===== config.mk =====
export PLATFORM = sky130hd
export DESIGN_NAME = hcbp_cmd_queue
export DESIGN_NICKNAME = d
export VERILOG_FILES = /design/src/rtl/core/hcbp_pkg.sv /design/src/rtl/core/hcbp_cmd_queue.sv
export SDC_FILE = /design/constraint.sdc
export NUM_CORES = 1
export LEC_CHECK = 0
export ABC_AREA = 1
export BUFFER_PORTS_ARGS = -buffer_cell sky130_fd_sc_hd__buf_2
export CAP_MARGIN = 20
export CORE_MARGIN = 4
export CORE_UTILIZATION = 52
export DETAILED_ROUTE_END_ITERATION = 7
export PLACE_DENSITY_LB_ADDON = 0.2
export SYNTH_ARGS = -nofsm -noshare
export SYNTH_HDL_FRONTEND = slang
export SYNTH_SLANG_ARGS = --single-unit

===== constraint.sdc =====
create_clock -name clk_i -period 1.38 [get_ports clk_i]
set_input_delay 0.069 -clock clk_i [delete_from_list [all_inputs] [get_ports clk_i]]
set_output_delay 0.069 -clock clk_i [all_outputs]
set_load 0.005 [all_outputs]

===== src/rtl/core/hcbp_pkg.sv =====
`timescale 1ns / 1ps

package hcbp_pkg;

  localparam int MAX_CODE_LEN = 16;
  localparam int SYMBOLS      = 256;

  localparam int MODE_W  = 2;
  localparam int SYM_W   = 8;
  localparam int CODE_W  = 16;
  localparam int LEN_W   = 5;
  localparam int BYTE_W  = 8;
  localparam int VBITS_W = 4;
  localparam int PEND_W  = 7;
  localparam int PCNT_W  = 3;
  localparam int ACC_W   = PEND_W + CODE_W;

  localparam int LEN_LIMIT = (MAX_CODE_LEN < CODE_W) ? MAX_CODE_LEN : CODE_W;
  localparam int IDX_W     = (SYMBOLS > 1) ? $clog2(SYMBOLS) : 1;

  localparam int CMDQ_DEPTH = 4;
  localparam int CMDQ_PTR_W = $clog2(CMDQ_DEPTH);
  localparam int CMDQ_CNT_W = $clog2(CMDQ_DEPTH + 1);

  localparam int OUTQ_DEPTH = 4;
  localparam int OUTQ_PTR_W = $clog2(OUTQ_DEPTH);
  localparam int OUTQ_CNT_W = $clog2(OUTQ_DEPTH + 1);

  typedef enum logic [MODE_W-1:0] {
    MODE_LOAD   = 2'd0,
    MODE_ENCODE = 2'd1,
    MODE_FLUSH  = 2'd2
  } mode_e;

  typedef struct packed {
    logic [LEN_W-1:0]  len;
    logic [CODE_W-1:0] code;
  } entry_t;

  typedef struct packed {
    logic              flush;
    logic [LEN_W-1:0]  len;
    logic [CODE_W-1:0] code;
  } cmd_t;

  typedef struct packed {
    logic                  valid;
    logic [CMDQ_CNT_W-1:0] level;
  } qstat_t;

  typedef struct packed {
    logic [BYTE_W-1:0]  out_byte;
    logic [VBITS_W-1:0] valid_bits;
    logic               last;
  } res_t;

endpackage


===== src/rtl/core/hcbp_cmd_queue.sv =====
`timescale 1ns / 1ps

module hcbp_cmd_queue (
  input  logic             clk_i,
  input  logic             rst_ni,
  input  logic             enq_i,
  input  hcbp_pkg::cmd_t   cmd_i,
  input  logic             deq_i,
  output hcbp_pkg::qstat_t qstat_o,
  output hcbp_pkg::cmd_t   cmd_o
);
  import hcbp_pkg::*;

  cmd_t                  slot_q [CMDQ_DEPTH];
  logic [CMDQ_PTR_W-1:0] wr_ptr_q;
  logic [CMDQ_PTR_W-1:0] rd_ptr_q;
  logic [CMDQ_CNT_W-1:0] cnt_q;
  logic [CMDQ_CNT_W-1:0] cnt_d;

  always_comb begin
    cnt_d = cnt_q;
    if (enq_i && !deq_i) begin
      cnt_d = cnt_q + CMDQ_CNT_W'(1);
    end else if (!enq_i && deq_i) begin
      cnt_d = cnt_q - CMDQ_CNT_W'(1);
    end
  end

  always_ff @(posedge clk_i) begin
    if (enq_i) begin
      slot_q[wr_ptr_q] <= cmd_i;
    end
  end

  always_ff @(posedge clk_i or negedge rst_ni) begin
    if (!rst_ni) begin
      wr_ptr_q <= '0;
      rd_ptr_q <= '0;
      cnt_q    <= '0;
    end else begin
      if (enq_i) begin
        wr_ptr_q <= wr_ptr_q + CMDQ_PTR_W'(1);
      end
      if (deq_i) begin
        rd_ptr_q <= rd_ptr_q + CMDQ_PTR_W'(1);
      end
      cnt_q <= cnt_d;
    end
  end

  assign qstat_o = '{valid: cnt_q != '0, level: cnt_q};
  assign cmd_o   = slot_q[rd_ptr_q];

endmodule


; ---- Word level (Yosys, flattened, before mapping)
; Memory sizes are Yosys's and may differ from the RTL's.
; Index checks and enable logic that the tools add are counted.
[word_totals]
ram_bits = 88
regBits = 7
output_inout_bits = 26
n_memories = 1
[memory_table]
columns = memory, words, word_bits, rd, rd_clocked_by_memory_dff, write_ports, line_no
row1 = slot_q, 4, 22, 1, 0, 1, hcbp_cmd_queue.sv:14  ; cmd_t slot_q [CMDQ_DEPTH];
[classes]
n_mux = 4
add_sub_neg = 4
n_reduce_logical = 6
[ops]
columns = operator, n
row1 = 3-bit 2-to-1 mux, 2
row2 = 2-bit by 1-bit adder with 2-bit output (second input constant), 2
row3 = 3-bit by 1-bit adder with 3-bit output (second input constant), 1
row4 = 3-bit nonzero test, 1
row5 = 3-bit by 1-bit subtractor with 3-bit output (second input constant), 1
row6 = 1-bit logical AND, 2
row7 = 1-bit zero test, 2
row8 = 1-bit 2-to-1 mux, 2
row9 = 2-bit nonzero test, 1

; ---- Depth between registers and ports, before layout
; Gate-level depths: netlist (run 1).
[depth]
ltp_word = 4
depth_mapped = 9

; ---- Least setup slack after synthesis (run 1)
; Ideal clock, no wire load.
[synth_path]
path_type = register to register
start = reg wr_ptr_q[0]
end = mem slot_q[2][0] in the netlist's numbering, enable pin
stages_incl_launch_ff = 5
arrival_ns = 1.105
setup_time_ns = 0.377
path_slack_ns = -0.102
cell_sequence = dfrtp_1 > inv_1 > ha_1 > nand2_1 > inv_1
[synth_lines]
columns = item, line_no
row1 = from (decl), hcbp_cmd_queue.sv:15  ; logic [CMDQ_PTR_W-1:0] wr_ptr_q;
row2 = from (signal assigned), hcbp_cmd_queue.sv:42  ; wr_ptr_q <= wr_ptr_q + CMDQ_PTR_W'(1);
row3 = to (decl), hcbp_cmd_queue.sv:14
; No word-level cell before the write port.

==> results of run 1 <==
worst max-delay path: stages, from the launching register on:
cell and delay, ns:
dfrtp_4 0.51, buf_12 0.21, o211ai_1 0.20, nand2_1 0.09, buf_2 0.13
worst max-delay path by stage:
stage / to / slack (ns) / start / cells after the start
after floorplan: slot_q[0][0] / -0.01 / wr_ptr_q[0] / 4
after global placement: slot_q[0][17] / 0.1 / wr_ptr_q[0] / 5
after detailed placement: slot_q[2][2] / 0.04 / wr_ptr_q[0] / 5
after CTS: cmd_o[13] / -0.21 / rd_ptr_q[0] / 4
after global routing: cmd_o[13] / -0.29 / rd_ptr_q[0] / 4
final: cmd_o[11] / -0.19 / rd_ptr_q[0] / 4
registers in the layout, indices dropped and copies added, names as in the netlist:
register	flops
slot_q	88
cnt_q	3
wr_ptr_q	2
rd_ptr_q	2
layout make-up:
type	instances	area, sq um	area share, %
multi-input cells	138	888	17.5
repair buffers	94	785	15.4
clock inverters	6	109	2.14
inverters	56	225	4.43
well taps	99	124	2.44
clock buffers	9	124	2.44
flip-flops and latches	95	2820	55.6
timing repair:
| item | CTS | global route |
|---|---|---|
| setup endpoints to repair | 22 | 56 |
| hold buffers | 25 | 0 |
| gates cloned | 0 | 4 |
| endpoints found under the hold margin | 98 | 0 |
| buffers inserted | 0 | 3 |
| pin swaps | 3 | 11 |
| gates resized for setup | 0 | 12 |
logic make-up (layout without fill, tap and decap cells):
family / after synthesis / after routing / synth area share, %
AO/OA/AOI/OAI: 45 / 45 / 10.5
XOR/XNOR: 4 / 4 / 0.867
adder cells (fa/ha/maj): 6 / 6 / 2.04
buffers and inverters: 71 / 165 / 9.01
flip-flops: 95 / 95 / 69.7
AND/OR/NAND/NOR: 83 / 83 / 7.80
power groups by stage:
stage / Clock [mW] / Combinational [mW] / Sequential (mW)
2_1_floorplan: 0 / 2.41 / 4.04
3_3_place_gp: 0 / 3.45 / 4.07
3_5_place_dp: 0 / 3.56 / 4.10
4_1_cts: 2.17 / 3.63 / 4.04
5_1_grt: 2.28 / 4.28 / 4.11
6_report: 2.12 / 3.84 / 4.05
placed cells by master, fill, tap and decap left out, drive strengths merged:
| master | count |
|---|---|
| buf | 66 |
| bufinv | 3 |
| clkbuf | 12 |
| clkinv | 2 |
| clkinvlp | 4 |
| dfrtp | 7 |
| dlygate4sd3 | 25 |
| edfxtp | 88 |
| fa | 1 |
| ha | 5 |
| inv | 53 |
| nand2 | 80 |
| nand3 | 1 |
| nand4 | 1 |
| nor2 | 1 |
| o211ai | 44 |
| o21ai | 1 |
| xnor2 | 1 |
| xor2 | 3 |
layer usage:
| metal | GRT usage [%] | vias to the layer above | routed length (microns) |
|---|---|---|---|
| li1 | - | 1211 | - |
| met1 | 21.9 | 1144 | 3320 |
| met2 | 30.1 | 55 | 3810 |
| met3 | 4.07 | 17 | 345 |
| met4 | 8.06 | 0 | 192 |
| met5 | 0 | - | 0 |
==> results.json, run 1 <==
{
  "status": "finished with violations",
  "violations": "negative setup slack",
  "nets": 426,
  "p_sw_mw": 3.31,
  "syn_area_per_cell_sq_um": 13.3,
  "drtAntennaViolNets": 0,
  "ys_seq_area_share_pct": 69.7,
  "synthToLayoutAreaGrowth_pct": 25.7,
  "cts_tree": "built",
  "hpwl_mm": 4.48,
  "dpl_worst_slack_ns": 0.0388,
  "hp-start": "enq_i",
  "cts.path.max_buffers": 2,
  "pwr-share-clk_pct": 21.2,
  "tns_ns": -3.26,
  "die_x_microns": 96.1,
  "netlist_top_cells_area": "edfxtp_1 (65%), nand2_1 (7.4%), o211ai_2 (5.6%), inv_1 (5.1%), o211ai_1 (4.8%)",
  "root_buffer": "clkbuf_8",
  "internal_power_mw": 6.71,
  "vias": 2427,
  "clock.fmax_mhz": 638,
  "synth.largest_area_cell": "edfxtp_1",
  "io_buffers": 51,
  "start_util_pct": 54.5,
  "min_to": "wr_ptr_q[1]",
  "ys_top_cells_by_count": "edfxtp_1 (88), nand2_1 (80), inv_1 (55), o211ai_1 (26), o211ai_2 (18)",
  "track_usage_pct": 17.9,
  "num_rows": 31,
  "dieArea_sq_mm": 0.00924,
  "p_per_area_mw_per_mm2": 1970,
  "power_frac_seq_pct": 40.4,
  "grt_overflow_total": 0,
  "dr.pass1.iters": 4,
  "clock_latency_ns": 0.36,
  "maxCapViolations": 0,
  "whs_ns": 0.0785,
  "clkTransAtPathRegs_ns": 0.09,
  "finalSetupViolCount": 22,
  "r2r_cells": 5,
  "grt_pass1_vias": 2604,
  "antenna_cells": 0,
  "layout_setup_ws_ns": -0.188,
  "syn_area_sq_mm": 0.00404,
  "antenna_found_initial": 0,
  "min_delay_path_depth": 3,
  "switching_share_pct": 33.0,
  "gp_congestion": 0.753,
  "peakVddDrop_mv": 0.999,
  "rr_startpoint": "wr_ptr_q[0]",
  "slew_violations": 0,
  "placed_cell_area_sq_mm": 0.00445,
  "regToRegSetupSlack_ns": 0,
  "fillers": 523,
  "drtIter0Drc": 81,
  "grt_pass1_wl_mm": 12.2,
  "comb_power_share_pct": 38.4,
  "crit_arrival_ns": 1.50,
  "fin_util_pct": 68.6,
  "post-route-min-period_ns": 1.57,
  "yosysWarningCount": 0,
  "drive_above_1_share_pct": 29.6,
  "cp-start-kind": "flip-flop",
  "required_ns": 1.31,
  "clock_sinks": 95,
  "rsz0062_at_grt": "yes",
  "synthDominantCellAreaShare_pct": 65.4,
  "synth_cells": 304,
  "wire_per_inst_microns": 15.4,
  "total_power_mw": 10.0,
  "worst-setup-path-type": "reg -> out",
  "final_cells": 497,
  "h-tree-depth": 3,
  "synthFlopType": "edfxtp_1",
  "via_per_inst": 4.88,
  "core_sq_mm": 0.00741,
  "pin_count": 52,
  "fin_skew_ns": 0.00688,
  "ys_ff_latch": 95,
  "numCtsBuffers": 9,
  "die_y_microns": 96.1,
  "yosysMostFrequentCell": "edfxtp_1",
  "hold_violations": 0,
  "finalCritPeriodShare_pct": 114,
  "hp-class": "in -> reg",
  "finalInstanceArea_sq_mm": 0.00508,
  "crit_path_end_kind": "output pin",
  "drc": 0,
  "wl_mm": 7.67,
  "post_synth_num_cell_types": 19,
  "leakagePower_nw": 2.10,
  "r2r-end": "slot_q[1][15]",
  "cp_max_fo": 54,
  "synthArstFlopShare_pct": 7.37,
  "grt_max_degree": 55,
  "synth_edf_count": 88,
  "placed_cells": 450,
  "tightestPinTransition_ns": 0.250,
  "slew_headroom_pct": 83.4,
  "synth_nets": 336
}
Note: power is estimated with default switching activity, not from simulation.
==> run 2: changes to the inputs <==
--- a/config.mk
+++ b/config.mk
@@ -8,6 +8,7 @@
 export ABC_AREA = 1
 export BUFFER_PORTS_ARGS = -buffer_cell sky130_fd_sc_hd__buf_2
 export CAP_MARGIN = 20
+export CORE_ASPECT_RATIO = 0.8
 export CORE_MARGIN = 4
 export CORE_UTILIZATION = 52
 export DETAILED_ROUTE_END_ITERATION = 7
==> run 2 against run 1 <==
  * The flow still finishes with violations (negative setup slack)
  * Wire length is 4.5% lower
  * Clock-buffer cell count increased by 1
  * Clock power down 22%
  * Global-route usage is 1.1 points lower
  * Core utilization shrank 2.4 points
  * Clock skew shrank 0.0016 ns
  * Register-to-register slack better by 0.06 ns
  * Fmax shrank 0.19%
  * Via count is 0.91% lower
  * Die area hardly changed
  * Critical endpoint is now cmd_o[10]
==> results.json, run 2 (same netlist as run 1, synthesis figures left out) <==
{
  "num_rows": 28,
  "io_buffers": 51,
  "cp-start-kind": "flip-flop",
  "h-tree-depth": 3,
  "synthToLayoutAreaGrowth_pct": 22.1,
  "drive_above_1_share_pct": 27.1,
  "top_register": "slot_q",
  "internal_power_mw": 6.17,
  "gp_congestion": 0.777,
  "nets": 423,
  "clkTransAtPathRegs_ns": 0.08,
  "start_util_pct": 54.1,
  "tns_ns": -3.18,
  "crit_slowest_cell": "dfrtp_4",
  "drc": 0,
  "antenna_found_initial": 0,
  "switching_share_pct": 33.9,
  "max_stage_delay_ns": 0.51,
  "layout_setup_ws_ns": -0.190,
  "clock_sinks": 95,
  "violations": "negative setup slack",
  "top_regs": "slot_q (88), cnt_q (3)",
  "drtIter0Drc": 77,
  "hp-class": "in -> reg",
  "drtAntennaViolNets": 0,
  "crit_path_end_kind": "output pin",
  "dr.pass1.iters": 4,
  "grt_overflow_total": 0,
  "track_usage_pct": 16.8,
  "power_frac_seq_pct": 43.3,
  "slew_headroom_pct": 83.3,
  "tightestPinTransition_ns": 0.250,
  "cts.path.max_buffers": 2,
  "wl_mm": 7.33,
  "status": "finished with violations",
  "finalSetupViolCount": 22,
  "antenna_cells": 0,
  "hpwl_mm": 4.51,
  "cts_tree": "built",
  "placed_cells": 457,
  "pwr-share-clk_pct": 17.8,
  "hold_violations": 0,
  "die_y_microns": 86.8,
  "fin_skew_ns": 0.00528,
  "leakagePower_nw": 2.03,
  "worst-setup-path-type": "reg -> out",
  "vias": 2405,
  "clock_latency_ns": 0.35,
  "grt_pass1_vias": 2471,
  "via_per_inst": 4.81,
  "pin_count": 52,
  "fin_util_pct": 66.1,
  "die_x_microns": 107,
  "post-route-min-period_ns": 1.57,
  "grt_pass1_wl_mm": 11.8,
  "numCtsBuffers": 9,
  "rsz0062_at_grt": "yes",
  "root_buffer": "clkbuf_8",
  "final_common_cell": "edfxtp_1",
  "peakVddDrop_mv": 1.04,
  "wire_per_inst_microns": 14.7,
  "p_per_area_mw_per_mm2": 1890,
  "grt_max_degree": 51,
  "finalCritPeriodShare_pct": 114,
  "largest_register_ffs": 88,
  "final_cells": 500,
  "cp_max_fo": 50,
  "layout_common_cells": "edfxtp_1 (88), nand2_1 (79), buf_2 (51), inv_1 (49), o211ai_1 (26)",
  "maxCapViolations": 0,
  "required_ns": 1.31,
  "p_sw_mw": 3.16,
  "slew_violations": 0,
  "crit_path_cell_trace": "buf_12, o211ai_1, nand2_1, buf_2",
  "clock.fmax_mhz": 637,
  "crit_arrival_ns": 1.50,
  "core_sq_mm": 0.00746,
  "dieArea_sq_mm": 0.00925,
  "comb_power_share_pct": 38.9
}
-- run 2: cell count changes in the layout (fill, tap and decap cells not counted), moves of 2 or more --
cell / previous run / this run
nand2_2: 3 / 1
nand2_1: 76 / 79
clkbuf_16: 3 / 1
bufinv_16: 3 / 1
clkinv_1: 0 / 2
ha_1: 3 / 5
-- run 2: through the flow --
step	hold slack, ns	power [mW]	area, sq um	setup slack, ns
after floorplan	-0.227	6.45	4060	-0.0104
after global placement	-0.0886	7.51	4460	0.0736
after detailed placement	-0.0881	7.63	4460	0.0191
after CTS	0.0258	9.34	4880	-0.197
after global routing	0.0503	9.97	4930	-0.255
final	0.0432	9.33	4930	-0.190
-- run 2: final timing paths --
kind                        startpoint             to  slack (ns)  cells past startpoint
setup reg to reg           wr_ptr_q[0]  slot_q[0][17]        0.06                      5
setup / recovery           rd_ptr_q[0]      cmd_o[10]       -0.19                      4
hold / removal                   enq_i    wr_ptr_q[0]        0.04                      2
hold reg to reg               cnt_q[0]       cnt_q[0]        0.53                      1
min in group asynchronous       rst_ni       cnt_q[0]        0.09                      2
max in group asynchronous       rst_ni    rd_ptr_q[0]        1.11                      2
-- run 2: final cells by class --
cell class,instances,area (sq um)
Inverter,56,225
Timing Repair Buffer,91,714
Clock buffer,10,128
Multi-Input combinational cell,138,861
Tap cell,105,131
Fill cell,580,2530
Sequential cell,95,2820
Clock inverter,5,50.0
-- run 2: metal layers --
layer / vias up / GRT usage, % / routed length (microns)
li1: 1204 / - / -
met1: 1141 / 21.5 / 3420
met2: 52 / 28.6 / 3540
met3: 8 / 4.10 / 290
met4: 0 / 5.34 / 81
met5: - / 0 / 0
-- run 2: power groups by stage --
stage | Sequential (mW) | Clock (mW) | Combinational, mW
floorplan | 4.04 | 0 | 2.41
global placement | 4.07 | 0 | 3.43
detailed placement | 4.10 | 0 | 3.53
CTS | 4.03 | 1.71 | 3.59
global route | 4.09 | 1.83 | 4.05
finish | 4.04 | 1.66 | 3.63
-- run 2: critical path, delay by kind of cell (launching register included) --
| family | cells | cell delay (ns) |
|---|---|---|
| buffers and inverters | 2 | 0.33 |
| DFF | 1 | 0.51 |
| AOI/OAI and AO/OA | 1 | 0.20 |
| and+or+nand+nor | 1 | 0.09 |
-- run 2: repair_timing --
action                     4_1_cts  5_1_grt
setup endpoints to repair       22       89
gates cloned                     0        2
gates resized for setup          0        5
setup buffers                    0        1
pin swaps                        2        8
hold buffers                    25        0
hold endpoints to repair        96        0
==> run 3: changes to the inputs <==
--- a/config.mk
+++ b/config.mk
@@ -8,11 +8,11 @@
 export ABC_AREA = 1
 export BUFFER_PORTS_ARGS = -buffer_cell sky130_fd_sc_hd__buf_2
 export CAP_MARGIN = 20
-export CORE_ASPECT_RATIO = 0.8
 export CORE_MARGIN = 4
 export CORE_UTILIZATION = 52
 export DETAILED_ROUTE_END_ITERATION = 7
-export PLACE_DENSITY_LB_ADDON = 0.2
+export PLACE_DENSITY_LB_ADDON = 0.1
+export SLEW_MARGIN = 20
 export SYNTH_ARGS = -nofsm -noshare
 export SYNTH_HDL_FRONTEND = slang
 export SYNTH_SLANG_ARGS = --single-unit
==> run 3 against run 2 <==
  * The flow still finishes with violations (negative setup slack)
  * Critical path depth stayed put
  * Core utilization is 1.2 points higher
  * Wire length is 0.52% lower
  * Via count is 0.33% lower
  * Largest cell class unchanged
  * Largest power group unchanged
==> results.json, run 3 (same netlist as run 1, synthesis figures left out) <==
{
  "wl_mm": 7.29,
  "dr.pass1.iters": 4,
  "r2r-end": "slot_q[1][11]",
  "via_per_inst": 4.84,
  "status": "finished with violations",
  "dpl_worst_slack_ns": 0.0538,
  "drc": 0,
  "largest_register_ffs": 88,
  "grt_pass1_vias": 2368,
  "die_x_microns": 96.1,
  "rr_startpoint": "wr_ptr_q[1]",
  "cts.path.max_buffers": 2,
  "num_rows": 31,
  "cp-start-kind": "flip-flop",
  "top_regs": "slot_q (88), cnt_q (3)",
  "layout_common_cells": "edfxtp_1 (88), nand2_1 (80), buf_2 (51), inv_1 (50), o211ai_1 (26)",
  "slew_headroom_pct": 82.7,
  "gp_congestion": 0.759,
  "vias": 2397,
  "fillers": 550,
  "hold_violations": 0,
  "fin_skew_ns": 0.0132,
  "clock_sinks": 95,
  "antenna_cells": 0,
  "rsz0062_at_grt": "yes",
  "tightestPinTransition_ns": 0.260,
  "min_to": "wr_ptr_q[0]",
  "finalCritPeriodShare_pct": 115,
  "p_sw_mw": 3.18,
  "clock_latency_ns": 0.35,
  "drive_above_1_share_pct": 27.0,
  "seq_area_sq_mm": 0.00282,
  "h-tree-depth": 3,
  "final_common_cell": "edfxtp_1",
  "grt_overflow_total": 0,
  "clock.fmax_mhz": 632,
  "final_cells": 495,
  "layout_setup_ws_ns": -0.202,
  "peakVddDrop_mv": 1.15,
  "top_register": "slot_q",
  "switching_share_pct": 32.8,
  "grt_pass1_wl_mm": 11.5,
  "post-route-min-period_ns": 1.58,
  "synthToLayoutAreaGrowth_pct": 23.4,
  "violations": "negative setup slack",
  "internal_power_mw": 6.53,
  "hp-class": "in -> reg",
  "power_frac_seq_pct": 41.9,
  "crit_path_end_kind": "output pin",
  "cp_max_fo": 30,
  "clkTransAtPathRegs_ns": 0.08,
  "cts_tree": "built",
  "core_sq_mm": 0.00741,
  "slew_violations": 0,
  "die_y_microns": 96.1,
  "placed_cells": 454,
  "drtAntennaViolNets": 0,
  "wire_per_inst_microns": 14.7,
  "crit_arrival_ns": 1.51,
  "min_delay_path_depth": 3,
  "io_buffers": 51,
  "grt_max_degree": 31,
  "leakagePower_nw": 2.07,
  "whs_ns": 0.0668,
  "regToRegSetupSlack_ns": 0.07,
  "required_ns": 1.31,
  "numCtsBuffers": 9,
  "pwr-share-clk_pct": 20.1,
  "multiInputGateArea_sq_um": 858,
  "hp-start": "enq_i",
  "r2r_cells": 5,
  "antenna_found_initial": 0,
  "comb_power_share_pct": 38.0,
  "drtIter0Drc": 121,
  "track_usage_pct": 17.0,
  "root_buffer": "clkbuf_8",
  "finalSetupViolCount": 22,
  "hpwl_mm": 4.75,
  "p_per_area_mw_per_mm2": 1950,
  "start_util_pct": 54.5,
  "maxCapViolations": 0,
  "pin_count": 52,
  "dieArea_sq_mm": 0.00924,
  "worst-setup-path-type": "reg -> out",
  "nets": 423
}
[run 3: how the worst max path moves through the flow]
stage                               to  slack (ns)  depth (start not counted)        start
after floorplan           slot_q[0][0]       -0.01                          4  wr_ptr_q[0]
after global placement    slot_q[0][7]        0.08                          5  wr_ptr_q[0]
after detailed placement  slot_q[0][8]        0.05                          5  wr_ptr_q[0]
after CTS                     cmd_o[6]       -0.22                          4  rd_ptr_q[0]
after global routing          cmd_o[8]       -0.30                          4  rd_ptr_q[0]
final                         cmd_o[6]       -0.20                          4  rd_ptr_q[0]
[run 3: metrics by stage]
| stage | cell area [sq um] | power [mW] | TNS (ns) | utilization, % |
|---|---|---|---|---|
| final | 4980 | 9.71 | -3.80 | 67.3 |
| after global routing | 4980 | 10.3 | -5.68 | 67.3 |
| after CTS | 4970 | 9.83 | -4.43 | 67.2 |
| after detailed placement | 4480 | 7.68 | 0 | 60.5 |
| after global placement | 4480 | 7.59 | 0 | 60.5 |
| after floorplan | 4060 | 6.45 | -0.459 | - |
[run 3: what timing repair did]
item | 4_1_cts | 5_1_grt
cloned | 1 | 0
pin swaps | 5 | 3
endpoints found under the hold margin | 97 | 0
hold buffers | 24 | 0
resized for setup | 2 | 4
endpoints found under the setup margin | 22 | 66
buffers inserted | 0 | 0
[run 3: final cells by class]
class | count | share of cell area (%)
clock buffer | 12 | 2.91
clock inverter | 4 | 1.41
inverter | 56 | 4.52
multi-input combinational | 138 | 17.2
sequential | 95 | 56.6
tap | 99 | 2.49
timing repair buffer | 91 | 14.8
[run 3: power by group through the flow]
stage / logic [mW] / clock network, mW / registers [mW]
final: 3.69 / 1.95 / 4.07
after global routing: 4.11 / 2.11 / 4.13
after CTS: 3.77 / 1.99 / 4.07
after detailed placement: 3.58 / 0 / 4.11
after global placement: 3.52 / 0 / 4.08
after floorplan: 2.41 / 0 / 4.04
[run 3: metal layers]
layer | track usage (%) | wire length, microns | up-vias
met5 | 0 | 0 | -
met4 | 6.99 | 103 | 0
met3 | 2.81 | 330 | 14
met2 | 28.5 | 3670 | 56
met1 | 21.8 | 3190 | 1114
li1 | - | - | 1213
[run 3: critical path: stages, from the launching register on]
cell	delay [ns]
dfrtp_4	0.55
buf_16	0.20
o211ai_1	0.18
nand2_1	0.10
buf_2	0.13
