<file path="config.mk">
export PLATFORM = sky130hd
export DESIGN_NAME = hcbp_back
export DESIGN_NICKNAME = d
export VERILOG_FILES = /design/src/rtl/core/hcbp_pkg.sv /design/src/rtl/core/hcbp_back.sv
export SDC_FILE = /design/constraint.sdc
export NUM_CORES = 1
export LEC_CHECK = 0
export ABC_AREA = 1
export BUFFER_PORTS_ARGS = -buffer_cell sky130_fd_sc_hd__clkbuf_2
export CORE_ASPECT_RATIO = 1.75
export CORE_MARGIN = 2
export CORE_UTILIZATION = 64
export DETAILED_ROUTE_END_ITERATION = 8
export PLACE_DENSITY = 0.86
export SYNTH_ARGS = -nofsm -noshare
export SYNTH_HDL_FRONTEND = slang
export SYNTH_SLANG_ARGS = --single-unit
</file>
<file path="constraint.sdc">
create_clock -name clk_i -period 4.9 [get_ports clk_i]
set_input_delay 0.735 -clock clk_i [delete_from_list [all_inputs] [get_ports clk_i]]
set_output_delay 0.735 -clock clk_i [all_outputs]
set_load 0.02 [all_outputs]
</file>
<file path="src/rtl/core/hcbp_pkg.sv">
`timescale 1ns / 1ps

package hcbp_pkg;

  localparam int MAX_CODE_LEN = 16;
  localparam int SYMBOLS      = 256;

  localparam int MODE_W  = 2;
  localparam int SYM_W   = 8;
  localparam int CODE_W  = 16;
  localparam int LEN_W   = 5;
  localparam int BYTE_W  = 8;
  localparam int VBITS_W = 4;
  localparam int PEND_W  = 7;
  localparam int PCNT_W  = 3;
  localparam int ACC_W   = PEND_W + CODE_W;

  localparam int LEN_LIMIT = (MAX_CODE_LEN < CODE_W) ? MAX_CODE_LEN : CODE_W;
  localparam int IDX_W     = (SYMBOLS > 1) ? $clog2(SYMBOLS) : 1;

  localparam int CMDQ_DEPTH = 4;
  localparam int CMDQ_PTR_W = $clog2(CMDQ_DEPTH);
  localparam int CMDQ_CNT_W = $clog2(CMDQ_DEPTH + 1);

  localparam int OUTQ_DEPTH = 4;
  localparam int OUTQ_PTR_W = $clog2(OUTQ_DEPTH);
  localparam int OUTQ_CNT_W = $clog2(OUTQ_DEPTH + 1);

  typedef enum logic [MODE_W-1:0] {
    MODE_LOAD   = 2'd0,
    MODE_ENCODE = 2'd1,
    MODE_FLUSH  = 2'd2
  } mode_e;

  typedef struct packed {
    logic [LEN_W-1:0]  len;
    logic [CODE_W-1:0] code;
  } entry_t;

  typedef struct packed {
    logic              flush;
    logic [LEN_W-1:0]  len;
    logic [CODE_W-1:0] code;
  } cmd_t;

  typedef struct packed {
    logic                  valid;
    logic [CMDQ_CNT_W-1:0] level;
  } qstat_t;

  typedef struct packed {
    logic [BYTE_W-1:0]  out_byte;
    logic [VBITS_W-1:0] valid_bits;
    logic               last;
  } res_t;

endpackage

</file>
<file path="src/rtl/core/hcbp_back.sv">
`timescale 1ns / 1ps

module hcbp_back (
  input  logic                         clk_i,
  input  logic                         rst_ni,
  input  hcbp_pkg::cmd_t               cmd_i,
  input  hcbp_pkg::qstat_t             qstat_i,
  output logic                         deq_o,
  input  logic                         pop_i,
  output logic                         empty_o,
  output logic [hcbp_pkg::BYTE_W-1:0]  out_byte_o,
  output logic [hcbp_pkg::VBITS_W-1:0] valid_bits_o,
  output logic                         last_o
);
  import hcbp_pkg::*;

  logic [PEND_W-1:0]     pbits_q;
  logic [PEND_W-1:0]     pbits_d;
  logic [PCNT_W-1:0]     pcnt_q;
  logic [PCNT_W-1:0]     pcnt_d;

  res_t                  res_q [OUTQ_DEPTH];
  logic [OUTQ_PTR_W-1:0] wr_ptr_q;
  logic [OUTQ_PTR_W-1:0] rd_ptr_q;
  logic [OUTQ_CNT_W-1:0] ocnt_q;
  logic [OUTQ_CNT_W-1:0] ocnt_d;

  logic                  go;
  logic                  pop;
  logic [ACC_W-1:0]      acc;
  logic [LEN_W-1:0]      total;
  logic [1:0]            n_wr;
  logic [PEND_W-1:0]     rem;
  res_t                  r0;
  res_t                  r1;

  assign go    = qstat_i.valid & (ocnt_q <= OUTQ_CNT_W'(OUTQ_DEPTH - 2));
  assign deq_o = go;
  assign pop   = pop_i & ~empty_o;

  assign acc   = ACC_W'(pbits_q) | (ACC_W'(cmd_i.code) << pcnt_q);
  assign total = LEN_W'(pcnt_q) + cmd_i.len;

  always_comb begin
    n_wr    = 2'd0;
    pbits_d = pbits_q;
    pcnt_d  = pcnt_q;
    rem     = acc[PEND_W-1:0];
    r0      = '{out_byte: acc[BYTE_W-1:0], valid_bits: VBITS_W'(BYTE_W), last: 1'b1};
    r1      = '{out_byte: acc[2*BYTE_W-1:BYTE_W], valid_bits: VBITS_W'(BYTE_W), last: 1'b1};
    if (go) begin
      if (cmd_i.flush) begin
        n_wr    = (pcnt_q != '0) ? 2'd1 : 2'd0;
        r0      = '{out_byte: BYTE_W'(pbits_q), valid_bits: VBITS_W'(pcnt_q), last: 1'b1};
        pbits_d = '0;
        pcnt_d  = '0;
      end else begin
        priority if (total >= LEN_W'(2 * BYTE_W)) begin
          n_wr    = 2'd2;
          r0.last = 1'b0;
          rem     = acc[2*BYTE_W +: PEND_W];
        end else if (total >= LEN_W'(BYTE_W)) begin
          n_wr = 2'd1;
          rem  = acc[BYTE_W +: PEND_W];
        end else begin
          n_wr = 2'd0;
        end
        pcnt_d  = total[PCNT_W-1:0];
        pbits_d = rem & ~({PEND_W{1'b1}} << pcnt_d);
      end
    end
  end

  always_comb begin
    ocnt_d = ocnt_q + OUTQ_CNT_W'(n_wr) - OUTQ_CNT_W'(pop);
  end

  always_ff @(posedge clk_i) begin
    if (n_wr != 2'd0) begin
      res_q[wr_ptr_q] <= r0;
    end
    if (n_wr == 2'd2) begin
      res_q[wr_ptr_q + OUTQ_PTR_W'(1)] <= r1;
    end
  end

  always_ff @(posedge clk_i or negedge rst_ni) begin
    if (!rst_ni) begin
      pbits_q  <= '0;
      pcnt_q   <= '0;
      wr_ptr_q <= '0;
      rd_ptr_q <= '0;
      ocnt_q   <= '0;
    end else begin
      pbits_q  <= pbits_d;
      pcnt_q   <= pcnt_d;
      wr_ptr_q <= wr_ptr_q + OUTQ_PTR_W'(n_wr);
      if (pop) begin
        rd_ptr_q <= rd_ptr_q + OUTQ_PTR_W'(1);
      end
      ocnt_q <= ocnt_d;
    end
  end

  assign empty_o      = (ocnt_q == '0);
  assign out_byte_o   = res_q[rd_ptr_q].out_byte;
  assign valid_bits_o = res_q[rd_ptr_q].valid_bits;
  assign last_o       = res_q[rd_ptr_q].last;

endmodule

</file>
# [After elaboration in Yosys (flattened, before gate mapping)]
# Memory sizes are Yosys's and may differ from the RTL's.
# Cells that the tools add are included.
# Widths: inputs -> output; s select.
[word_totals] mem_count=1 wordCells=46 in_bits=29 register_bits=17 out_inout_bits=15 ramBits=52
[op_classes] muxes=19 addsub=6 reduce_logical=3 magnitude_cmp=3 bitwise=6 shifts=2 n_eq_ne=1
[mem_list] name="res_q" words=4 word_bits=13 rd=1 rd_ports_with_merged_regs=0 write_ports=2 line_no="hcbp_back.sv:22" text="res_t res_q [OUTQ_DEPTH];"
[op_table] cell="$mux 7" n=5
[op_table] cell="$or 7x23->23" n=1
[op_table] cell="$shl 16x3->23" n=1
[op_table] cell="$mux 13" n=1
[op_table] cell="$mux 12" n=1
[op_table] cell="$mux 1" n=8
[op_table] cell="$and 7x7->7" n=1
[op_table] cell="$not 7->7" n=1
[op_table] cell="$shl 7x3->7 const A" n=1
[op_table] cell="$mux 2" n=3
[op_table] cell="$add 3x5->5" n=1
[op_table] cell="$ge 5x4->1 const B" n=1
[op_table] cell="$ge 5x5->1 const B" n=1
[op_table] cell="$add 2x1->2 const B" n=2
[op_table] cell="$add 3x2->3" n=1
[op_table] cell="$le 3x2->1 const B" n=1
[op_table] cell="$logic_not 3->1" n=1
[op_table] cell="$mux 3" n=1
[op_table] cell="$reduce_bool 3->1" n=1
[op_table] cell="$sub 3x1->3" n=1
[op_table] cell="$add 2x2->2" n=1
[op_table] cell="$and 1x1->1" n=2
[op_table] cell="$eq 2x2->1 const B" n=1
[op_table] cell="$reduce_bool 2->1" n=1
[op_table] cell="$not 1->1" n=1

# [Depth between registers and ports, before layout]
# Gate-level depths: netlist of the first run.
[logic_depth] depth_word=9 depth_mapped=16 ltp_nobuf=16

# [Least setup slack after synthesis of the first run]
# No wires, ideal clock.
[synth_path] path_kind="input to register" from="input cmd_i[16] (netlist name)" to="register ocnt_q[2]" slack_ns=1.708 setup_ns=0.129 n_path_buf=0 arrival_time_ns=3.064 path_stages=15 t_required_ns=4.771 cell_sequence="ha_1 -> fa_1 -> nand3_1 -> nand3_1 -> nand2_2 -> nand3_1 -> nand2_1 -> inv_1 -> ha_1 -> inv_1 -> ha_1 -> inv_1 -> fa_1 -> xnor2_1 -> xor2_1"
[synth_via] elab_chain_len=8 word_cells_on_any_way=9 classes_between="add/sub: 3; order compare: 2; mux: 4"
[synth_rtl] item="start, declared" line_no="hcbp_back.sv:6" text="input hcbp_pkg::cmd_t cmd_i,"
[synth_rtl] item="$add 3x5->5 *" line_no="hcbp_back.sv:42" text="assign total = LEN_W'(pcnt_q) + cmd_i.len;"
[synth_rtl] item="$ge 5x4->1" line_no="hcbp_back.sv:62" text="end else if (total >= LEN_W'(BYTE_W)) begin"
[synth_rtl] item="$mux 1" line_no="hcbp_back.sv:62"
[synth_rtl] item="$mux 2 *" line_no="hcbp_back.sv:58" text="priority if (total >= LEN_W'(2 * BYTE_W)) begin"
[synth_rtl] item="$mux 2 *" line_no="hcbp_back.sv:52" text="if (cmd_i.flush) begin"
[synth_rtl] item="$mux 2 *" line_no="hcbp_back.sv:51" text="if (go) begin"
[synth_rtl] item="$add 3x2->3 *" line_no="hcbp_back.sv:75" text="ocnt_d = ocnt_q + OUTQ_CNT_W'(n_wr) - OUTQ_CNT_W'(pop);"
[synth_rtl] item="$sub 3x1->3 *" line_no="hcbp_back.sv:75"
[synth_rtl] item="net ocnt_d[2]" line_no="hcbp_back.sv:26" text="logic [OUTQ_CNT_W-1:0] ocnt_d;"
[synth_rtl] item="end signal, assigned" line_no="hcbp_back.sv:101" text="ocnt_q <= ocnt_d;"
[synth_rtl] item="end, declared" line_no="hcbp_back.sv:25" text="logic [OUTQ_CNT_W-1:0] ocnt_q;"
# The timed path passes the listed nets; every way through them passes the cells marked *.
# A chain may end at the register's enable or synchronous reset.

==> flow_summary.json, run 1 <==
{
  "status": "finished clean",
  "hold_ws_ns": 0.333,
  "yosysMostFrequentCell": "nand2_1",
  "rsz0062_at_grt": "false",
  "p_leak_nw": 2.11,
  "syn_to_final_growth_pct": 10.3,
  "gr-usage-met3_pct": 6.16,
  "fin_tns_setup_ns": 0,
  "p_per_area_nw_per_um2": 682,
  "rows": 39,
  "met2_usage_pct": 54.7,
  "synthMuxAreaShare_pct": 0,
  "synth_cell_type_count": 39,
  "synthCells": 558,
  "cp.arrival_ns": 3.56,
  "synth_xor_area_share_pct": 1.44,
  "synth-compound-area-share_pct": 18.0,
  "worstPathCellList": "ha_1 > fa_1 > nand3_1 > nand3_1 > nand2_2 > inv_2 > nand2_4 > nand3_2 > nand2_2 > nand2_1",
  "vias": 4022,
  "cap_violations": 0,
  "grt_pass1_vias": 3876,
  "grt_pass1_wl_um": 18100,
  "boundaryPins": 44,
  "switchingPower_mw": 1.52,
  "grt_overflow": 0,
  "synth_top_family_by_area": "simple AND/OR/NAND/NOR gates",
  "synthTopCellsByCount": "nand2_1 (128), nor2_1 (64), o21ai_0 (64), nand3_1 (58), inv_1 (41)",
  "drc_errors": 0,
  "yosys-top-cells-area": "edfxtp_1 (23%), nand2_1 (11%), dfrtp_1 (10%)",
  "finalNonFillerCells": 669,
  "critical_path_depth": 10,
  "core_area_um2": 6490,
  "layout_min_cycle_time_ns": 3.56,
  "clock_sinks": 69,
  "p_clk_share_pct": 20.1,
  "synthSimpleGateAreaFrac_pct": 27.7,
  "synthFlopType": "edfxtp_1",
  "totalWireLength_um": 11100,
  "ys_async_sr_fraction_pct": 24.6,
  "postCtsResizedCells": 0,
  "r2r_cells": 10,
  "min_path_type": "input port to asynchronous set/reset pin",
  "critPathTopFamily": "simple AND/OR/NAND/NOR gates",
  "seqPwrFrac_pct": 31.0,
  "die_area_um2": 7360,
  "cts_tree": "done",
  "hold_viol": 0,
  "fin_skew_ns": 0.00386,
  "crit_end": "res_q[2][6]",
  "rr_startpoint": "pcnt_q[0]",
  "routedWlPerCell_um": 16.6,
  "max_slew.worst_pin.slew_ns": 0.923,
  "postCtsSetupRepairBufs": 0,
  "path_buf_inv": 1,
  "initial_core_util_pct": 65.7,
  "power_frac_comb_pct": 48.9,
  "fp.dieH_um": 112,
  "ir_worst_vdd_mv": 0.351,
  "crit_start": "pcnt_q[0]",
  "ys_warn_count": 0,
  "max_freq_mhz": 281,
  "ys_seq_elements": 69,
  "clock_tree.buffer_depth": 2,
  "path_class": "register to register",
  "dpl.cell_count": 653,
  "die_width_um": 65.7,
  "rrSetupSlack_ns": 1.34,
  "via_per_inst": 6.01,
  "cts_root_buf": "clkbuf_16",
  "post-route-util_pct": 72.5,
  "ant_nets": 0,
  "synth_edf_count": 32,
  "crit_path_start_kind": "register",
  "synth_top_area_share_pct": 22.5,
  "final_max_slew_viol_count": 0,
  "p_int_mw": 1.69,
  "synth-seq-area-share_pct": 41.9,
  "netSwitchingFraction_pct": 47.5,
  "max_stage_delay_ns": 0.68,
  "slowest_stage": "dfrtp_1",
  "grt_use_total_pct": 32.6,
  "drive_gt1_share_pct": 13.3,
  "cp-end-kind": "register",
  "synth_fa_ha_area_share_pct": 2.70,
  "port_buffers": 40,
  "cts_inserted_buffers": 9,
  "worstReg2RegEnd": "res_q[2][6]",
  "post_synth.cell_area_avg_um2": 7.64,
  "path_max_fanout": 31,
  "total_power_mw": 3.21,
  "htree_num_levels": 3,
  "drtIter0Drc": 535,
  "syn_nets": 595,
  "met1_usage_pct": 38.2,
  "fin_nets": 619,
  "yosys.area.top_type": "edfxtp_1",
  "clkTransAtPathRegs_ns": 0.05,
  "slew_headroom_pct": 38.5,
  "fin_crit_sh_pct": 72.6,
  "clock_latency_ns": 0.34,
  "synth.cell_area_um2": 4270,
  "dp_hpwl_um": 7800,
  "place_congestion": 0.929,
  "dr.pass1.iters": 5,
  "antenna_cells": 0,
  "setup_viol": 0,
  "cts_hold_buf": 0,
  "busiest_layer": "met2",
  "worstPathRequired_ns": 4.90,
  "antenna_found_initial": 0,
  "grt_max_degree": 32
}
-- area by class of cell --
type / count / area, um^2
Fill cell: 539 / 1790
Multi-Input combinational cell: 414 / 2130
Inverter: 47 / 179
Clock buffer: 16 / 302
Sequential cell: 69 / 1790
Timing Repair Buffer: 41 / 208
Tap cell: 82 / 103
-- how the worst min path moves through the flow --
stage / start / endpoint / slack [ns] / cells after the start
after floorplan: res_q[1][0] / res_q[1][0] / 0.42 / 2
after global placement: res_q[1][4] / res_q[1][4] / 0.44 / 2
after detailed placement: res_q[0][0] / res_q[0][0] / 0.44 / 2
after CTS: rst_ni / ocnt_q[2] / 0.34 / 1
after global routing: rst_ni / ocnt_q[2] / 0.36 / 1
final: rst_ni / ocnt_q[2] / 0.33 / 1
-- cell usage in the layout (no fill, tap or decap), types with 15 or more instances in the layout --
cell type  synthesis  layout
nor2_1            64      64
o21ai_0           64      64
edfxtp_1          32      32
o22ai_1           32      32
inv_1             41      41
dfxtp_1           20      20
nand3_1           58      58
dfrtp_1           17      17
nand2_1          128     128
a21oi_1           15      15
clkbuf_2           0      40
-- cells by family after synthesis --
logic type,count (synthesis)
XOR/XNOR,7
adder cells (fa/ha/maj),8
AO/OA/AOI/OAI,131
buffers and inverters,75
AND/OR/NAND/NOR,268
flip-flops,69
-- registers in the layout (all words and copies together), names as in the netlist --
register  cells
res_q        52
pbits_q       7
ocnt_q        3
pcnt_q        3
rd_ptr_q      2
wr_ptr_q      2
-- per-layer routing --
metal	part of all wire (%)	vias to the layer above	wire, um
li1	-	1958	-
met1	37	1836	4150
met2	53	194	5870
met3	6.3	34	694
met4	3.5	0	391
met5	0	-	0
-- power by group through the flow --
stage / logic (mW) / registers [mW] / clock network (mW)
finish: 1.57 / 0.995 / 0.646
floorplan: 1.29 / 0.870 / 0
global placement: 1.50 / 0.991 / 0
CTS: 1.56 / 0.990 / 0.646
global route: 1.75 / 1.02 / 0.672
detailed placement: 1.54 / 0.997 / 0
-- through the flow --
stage | area, um^2 | worst slack [ns]
floorplan | 4270 | 1.71
detailed placement | 4400 | 1.39
finish | 4700 | 1.34
CTS | 4700 | 1.35
global placement | 4400 | 1.45
global route | 4700 | 1.09
No activity file was read; power rests on OpenSTA's default activity.
==> run 2, diff against run 1 <==
--- a/config.mk
+++ b/config.mk
@@ -9,9 +9,9 @@
 export BUFFER_PORTS_ARGS = -buffer_cell sky130_fd_sc_hd__clkbuf_2
 export CORE_ASPECT_RATIO = 1.75
 export CORE_MARGIN = 2
-export CORE_UTILIZATION = 64
+export CORE_UTILIZATION = 59
 export DETAILED_ROUTE_END_ITERATION = 8
-export PLACE_DENSITY = 0.86
+export PLACE_DENSITY = 0.8
 export SYNTH_ARGS = -nofsm -noshare
 export SYNTH_HDL_FRONTEND = slang
 export SYNTH_SLANG_ARGS = --single-unit
==> constraint.sdc (replaced) <==
create_clock -name clk_i -period 3.5 [get_ports clk_i]
set_input_delay 0.525 -clock clk_i [delete_from_list [all_inputs] [get_ports clk_i]]
set_output_delay 0.525 -clock clk_i [all_outputs]
set_load 0.02 [all_outputs]
==> flow_summary.json, run 2 (synthesized netlist as in run 1, its figures left out) <==
{
  "status": "finished clean",
  "layout_min_cycle_time_ns": 3.16,
  "drive_gt1_share_pct": 14.5,
  "port_buffers": 40,
  "grt_use_total_pct": 30.4,
  "post-route-util_pct": 67.6,
  "slew_headroom_pct": 41.6,
  "path_max_fanout": 6,
  "fin_tns_setup_ns": 0,
  "fin_nets": 630,
  "cp-end-kind": "register",
  "core_area_um2": 7130,
  "antenna_cells": 0,
  "max_slew.worst_pin.slew_ns": 0.873,
  "dr.pass1.iters": 5,
  "postCtsSetupRepairBufs": 0,
  "fp.dieH_um": 116,
  "worstPathRequired_ns": 3.75,
  "vias": 4096,
  "die_width_um": 68.3,
  "ir_worst_vdd_mv": 0.466,
  "clock_sinks": 69,
  "largest_reg_flops": 52,
  "final_common_cell": "nand2_1",
  "die_area_um2": 7950,
  "setup_viol": 0,
  "layout_common_cells": "nand2_1 (128), nor2_1 (64), o21ai_0 (64), nand3_1 (58), inv_1 (41)",
  "drc_errors": 0,
  "reg.largest.list": "res_q (52), pbits_q (7)",
  "boundaryPins": 44,
  "cp.arrival_ns": 3.41,
  "cts_inserted_buffers": 9,
  "clock_latency_ns": 0.34,
  "path_class": "register to register",
  "cts_tree": "done",
  "ant_nets": 0,
  "rows": 41,
  "cts_hold_buf": 0,
  "top_register": "res_q",
  "p_per_area_nw_per_um2": 964,
  "clock_tree.buffer_depth": 2,
  "final_max_slew_viol_count": 0,
  "grt_pass1_wl_um": 18000,
  "via_per_inst": 5.99,
  "grt_overflow": 0,
  "antenna_found_initial": 0,
  "dp_hpwl_um": 8030,
  "crit_start": "pcnt_q[0]",
  "rsz0062_at_grt": "false",
  "drtIter0Drc": 450,
  "rrSetupSlack_ns": 0.34,
  "cap_violations": 0,
  "htree_num_levels": 3,
  "min_path_type": "input port to asynchronous set/reset pin",
  "final_area_um2": 4820,
  "grt_pass1_vias": 3800,
  "syn_to_final_growth_pct": 13.0,
  "postPlaceCellArea_um2": 4490,
  "hold_ws_ns": 0.133,
  "fin_crit_sh_pct": 90.3,
  "postCtsResizedCells": 0,
  "crit_path_start_kind": "register",
  "p_leak_nw": 2.17,
  "totalWireLength_um": 11000,
  "rr_startpoint": "pcnt_q[0]",
  "total_power_mw": 4.65,
  "place_congestion": 0.900,
  "cts_root_buf": "clkbuf_16",
  "hold_viol": 0,
  "grt_max_degree": 31,
  "initial_core_util_pct": 59.8,
  "fin_skew_ns": 0.00739,
  "clkTransAtPathRegs_ns": 0.05,
  "fillers": 623,
  "max_freq_mhz": 316,
  "routedWlPerCell_um": 16.0
}
## run 2: cell count changes in the layout (fill, tap and decap cells not counted)
cell / delta
clkbuf_8: -5
buf_4: +11
clkbuf_1: -1
clkinv_1: +3
bufinv_16: +3
## run 2: metal layers
metal | share of wire, % | up-vias | routed length, um | track usage, %
met3 | 5.8 | 28 | 640 | 5.59
li1 | - | 1978 | - | -
met5 | 0 | - | 0 | 0
met2 | 53 | 194 | 5810 | 52.4
met4 | 3.5 | 0 | 388 | 13.2
met1 | 38 | 1896 | 4130 | 36.1
## run 2: cell type report
class                           instances  area, um^2  area share [%]
Timing Repair Buffer                   52         290            6.02
Inverter                               47         179            3.71
Multi-Input combinational cell        414        2130            44.1
Clock buffer                           10         229            4.75
Sequential cell                        69        1790            37.1
Tap cell                               86         108            2.23
Clock inverter                          6         101            2.10
## run 2: path summary, 6_finish.rpt
check | end | cells past startpoint
min in group clk_i | res_q[1][0] | 2
hold / removal | rd_ptr_q[1] | 1
max in group asynchronous | pbits_q[4] | 1
setup reg to reg | ocnt_q[2] | 15
hold reg to reg | res_q[1][0] | 2
setup / recovery | ocnt_q[2] | 15
## run 2: power breakdown
group	total (mW)	switching (mW)	internal [mW]
Combinational	2.37	1.65	0.726
Sequential	1.26	0.153	1.11
Clock	1.02	0.327	0.688
Total	4.65	2.13	2.52
## run 2: worst max-delay path, cell delays in order, from the launching register on
cell     delay, ns
dfrtp_1       0.38
ha_1          0.22
fa_1          0.43
nand3_1       0.11
nand3_1       0.08
nand2_2       0.12
nand3_1       0.15
nand2_1       0.23
inv_1         0.10
ha_1          0.28
inv_1         0.06
ha_1          0.13
inv_1         0.04
fa_1          0.37
xnor2_1       0.18
xor2_1        0.19
## run 2: per-stage QoR
step / cells / setup WS (ns)
floorplan: 558 / 0.518
global placement: 668 / 0.288
detailed placement: 668 / 0.126
CTS: 684 / 0.343
global route: 684 / 0.105
finish: 684 / 0.338
==> run 3, diff against run 2 <==
--- a/config.mk
+++ b/config.mk
@@ -12,6 +12,7 @@
 export CORE_UTILIZATION = 59
 export DETAILED_ROUTE_END_ITERATION = 8
 export PLACE_DENSITY = 0.8
+export RECOVER_POWER = 100
 export SYNTH_ARGS = -nofsm -noshare
 export SYNTH_HDL_FRONTEND = slang
 export SYNTH_SLANG_ARGS = --single-unit
==> flow_summary.json, run 3 (synthesized netlist as in run 1, its figures left out) <==
{
  "status": "finished clean",
  "ant_nets": 0,
  "grt_pass1_vias": 3800,
  "setup_viol": 0,
  "max_slew.worst_pin.slew_ns": 1.01,
  "die_area_um2": 7950,
  "grt_use_total_pct": 30.4,
  "slew_headroom_pct": 32.4,
  "port_buffers": 40,
  "ir_worst_vdd_mv": 0.464,
  "path_max_fanout": 6,
  "drtIter0Drc": 439,
  "fin_nets": 630,
  "postCtsSetupRepairBufs": 0,
  "cts_hold_buf": 0,
  "p_leak_nw": 2.09,
  "dp_hpwl_um": 8030,
  "syn_to_final_growth_pct": 11.6,
  "initial_core_util_pct": 59.8,
  "hold_viol": 0,
  "top_register": "res_q",
  "vias": 4069,
  "antenna_found_initial": 0,
  "dpl.cell_count": 668,
  "rsz0062_at_grt": "false",
  "cts_inserted_buffers": 9,
  "fp.dieH_um": 116,
  "final_area_um2": 4760,
  "totalWireLength_um": 11000,
  "clock_tree.buffer_depth": 2,
  "crit_path_start_kind": "register",
  "drc_errors": 0,
  "largest_reg_flops": 52,
  "fin_crit_sh_pct": 89.4,
  "layout_min_cycle_time_ns": 3.13,
  "p_per_area_nw_per_um2": 962,
  "htree_num_levels": 3,
  "path_class": "register to register",
  "cap_violations": 0,
  "postPlaceCellArea_um2": 4490,
  "fin_skew_ns": 0.00597,
  "antenna_cells": 0,
  "grt_overflow": 0,
  "cts_root_buf": "clkbuf_16",
  "postCtsResizedCells": 0,
  "final_max_slew_viol_count": 0,
  "max_freq_mhz": 320,
  "hold_ws_ns": 0.341,
  "max_stage_delay_ns": 0.43,
  "via_per_inst": 5.95,
  "rows": 41,
  "fin_tns_setup_ns": 0,
  "boundaryPins": 44,
  "core_area_um2": 7130,
  "clock_sinks": 69,
  "cp-end-kind": "register",
  "cts_tree": "done",
  "layout_common_cells": "nand2_1 (128), o21ai_0 (67), nor2_1 (64), nand3_1 (59), inv_1 (41)",
  "drive_gt1_share_pct": 10.7,
  "place_congestion": 0.900,
  "slowest_stage": "fa_1",
  "reg.largest.list": "res_q (52), pbits_q (7)",
  "final_common_cell": "nand2_1",
  "finalNonFillerCells": 684,
  "grt_max_degree": 31,
  "worstPathCellList": "ha_1 > fa_1 > nand3_1 > nand3_1 > nand2_2 > nand3_1 > nand2_1 > inv_1 > ha_1 > inv_1 > ha_1 > inv_1 > fa_1 > xnor2_1 > xor2_1",
  "min_path_type": "input port to asynchronous set/reset pin",
  "cp.arrival_ns": 3.38,
  "die_width_um": 68.3,
  "worstPathRequired_ns": 3.75,
  "clkTransAtPathRegs_ns": 0.05,
  "routedWlPerCell_um": 16.0,
  "dr.pass1.iters": 5,
  "grt_pass1_wl_um": 18000,
  "clock_latency_ns": 0.34
}
[run 3: cell types whose count changed in the layout (fill, tap and decap cells not counted), moves of 2 or more]
cell      previous run  this run
clkbuf_1             1        19
clkbuf_2            40        27
buf_4               12         7
o21ai_0             64        67
o22ai_1             32        35
o22ai_2              6         3
o21ai_1              3         1
[run 3: per-layer routing]
metal / up-vias / wire [um] / GRT usage [%]
li1: 1973 / - / -
met1: 1890 / 4130 / 36.1
met2: 178 / 5880 / 52.4
met3: 28 / 588 / 5.59
met4: 0 / 368 / 13.2
met5: - / 0 / 0
[run 3: cell type report]
type / count / area, um^2
well taps: 86 / 108
multi-input cells: 414 / 2100
inverters: 47 / 179
clock buffers: 10 / 229
clock inverters: 6 / 101
fillers: 645 / 2370
repair buffers: 52 / 255
flip-flops and latches: 69 / 1790
[run 3: stage by stage]
step | power, mW | utilization (%) | setup WS, ns
after CTS | 4.63 | 67.6 | 0.343
final | 4.58 | 66.7 | 0.372
after floorplan | 3.02 | - | 0.518
after global routing | 4.92 | 66.7 | 0.104
after detailed placement | 3.60 | 63.0 | 0.126
after global placement | 3.52 | 63.0 | 0.288
[run 3: critical path: cells and delay by family (launching register included)]
kind	cells	cell delay [ns]
flip-flops	1	0.38
adder cells (fa/ha/maj)	5	1.43
buffers and inverters	3	0.20
AND/OR/NAND/NOR	5	0.66
XOR/XNOR	2	0.37
[run 3: final timing paths]
check / startpoint / slack [ns] / cells after the start / endpoint
max: pcnt_q[0] / 0.37 / 15 / ocnt_q[2]
min: rst_ni / 0.34 / 1 / ocnt_q[0]
max reg2reg: pcnt_q[0] / 0.37 / 15 / ocnt_q[2]
min reg2reg: res_q[1][0] / 0.45 / 2 / res_q[1][0]
max in group asynchronous: rst_ni / 2.54 / 1 / pbits_q[4]
min in group clk_i: res_q[1][0] / 0.45 / 2 / res_q[1][0]
[run 3: report_power, final]
group          total [mW]  switching, mW  internal (mW)
sequential           1.26          0.151           1.11
clock                1.01          0.327          0.688
combinational        2.31           1.63          0.674
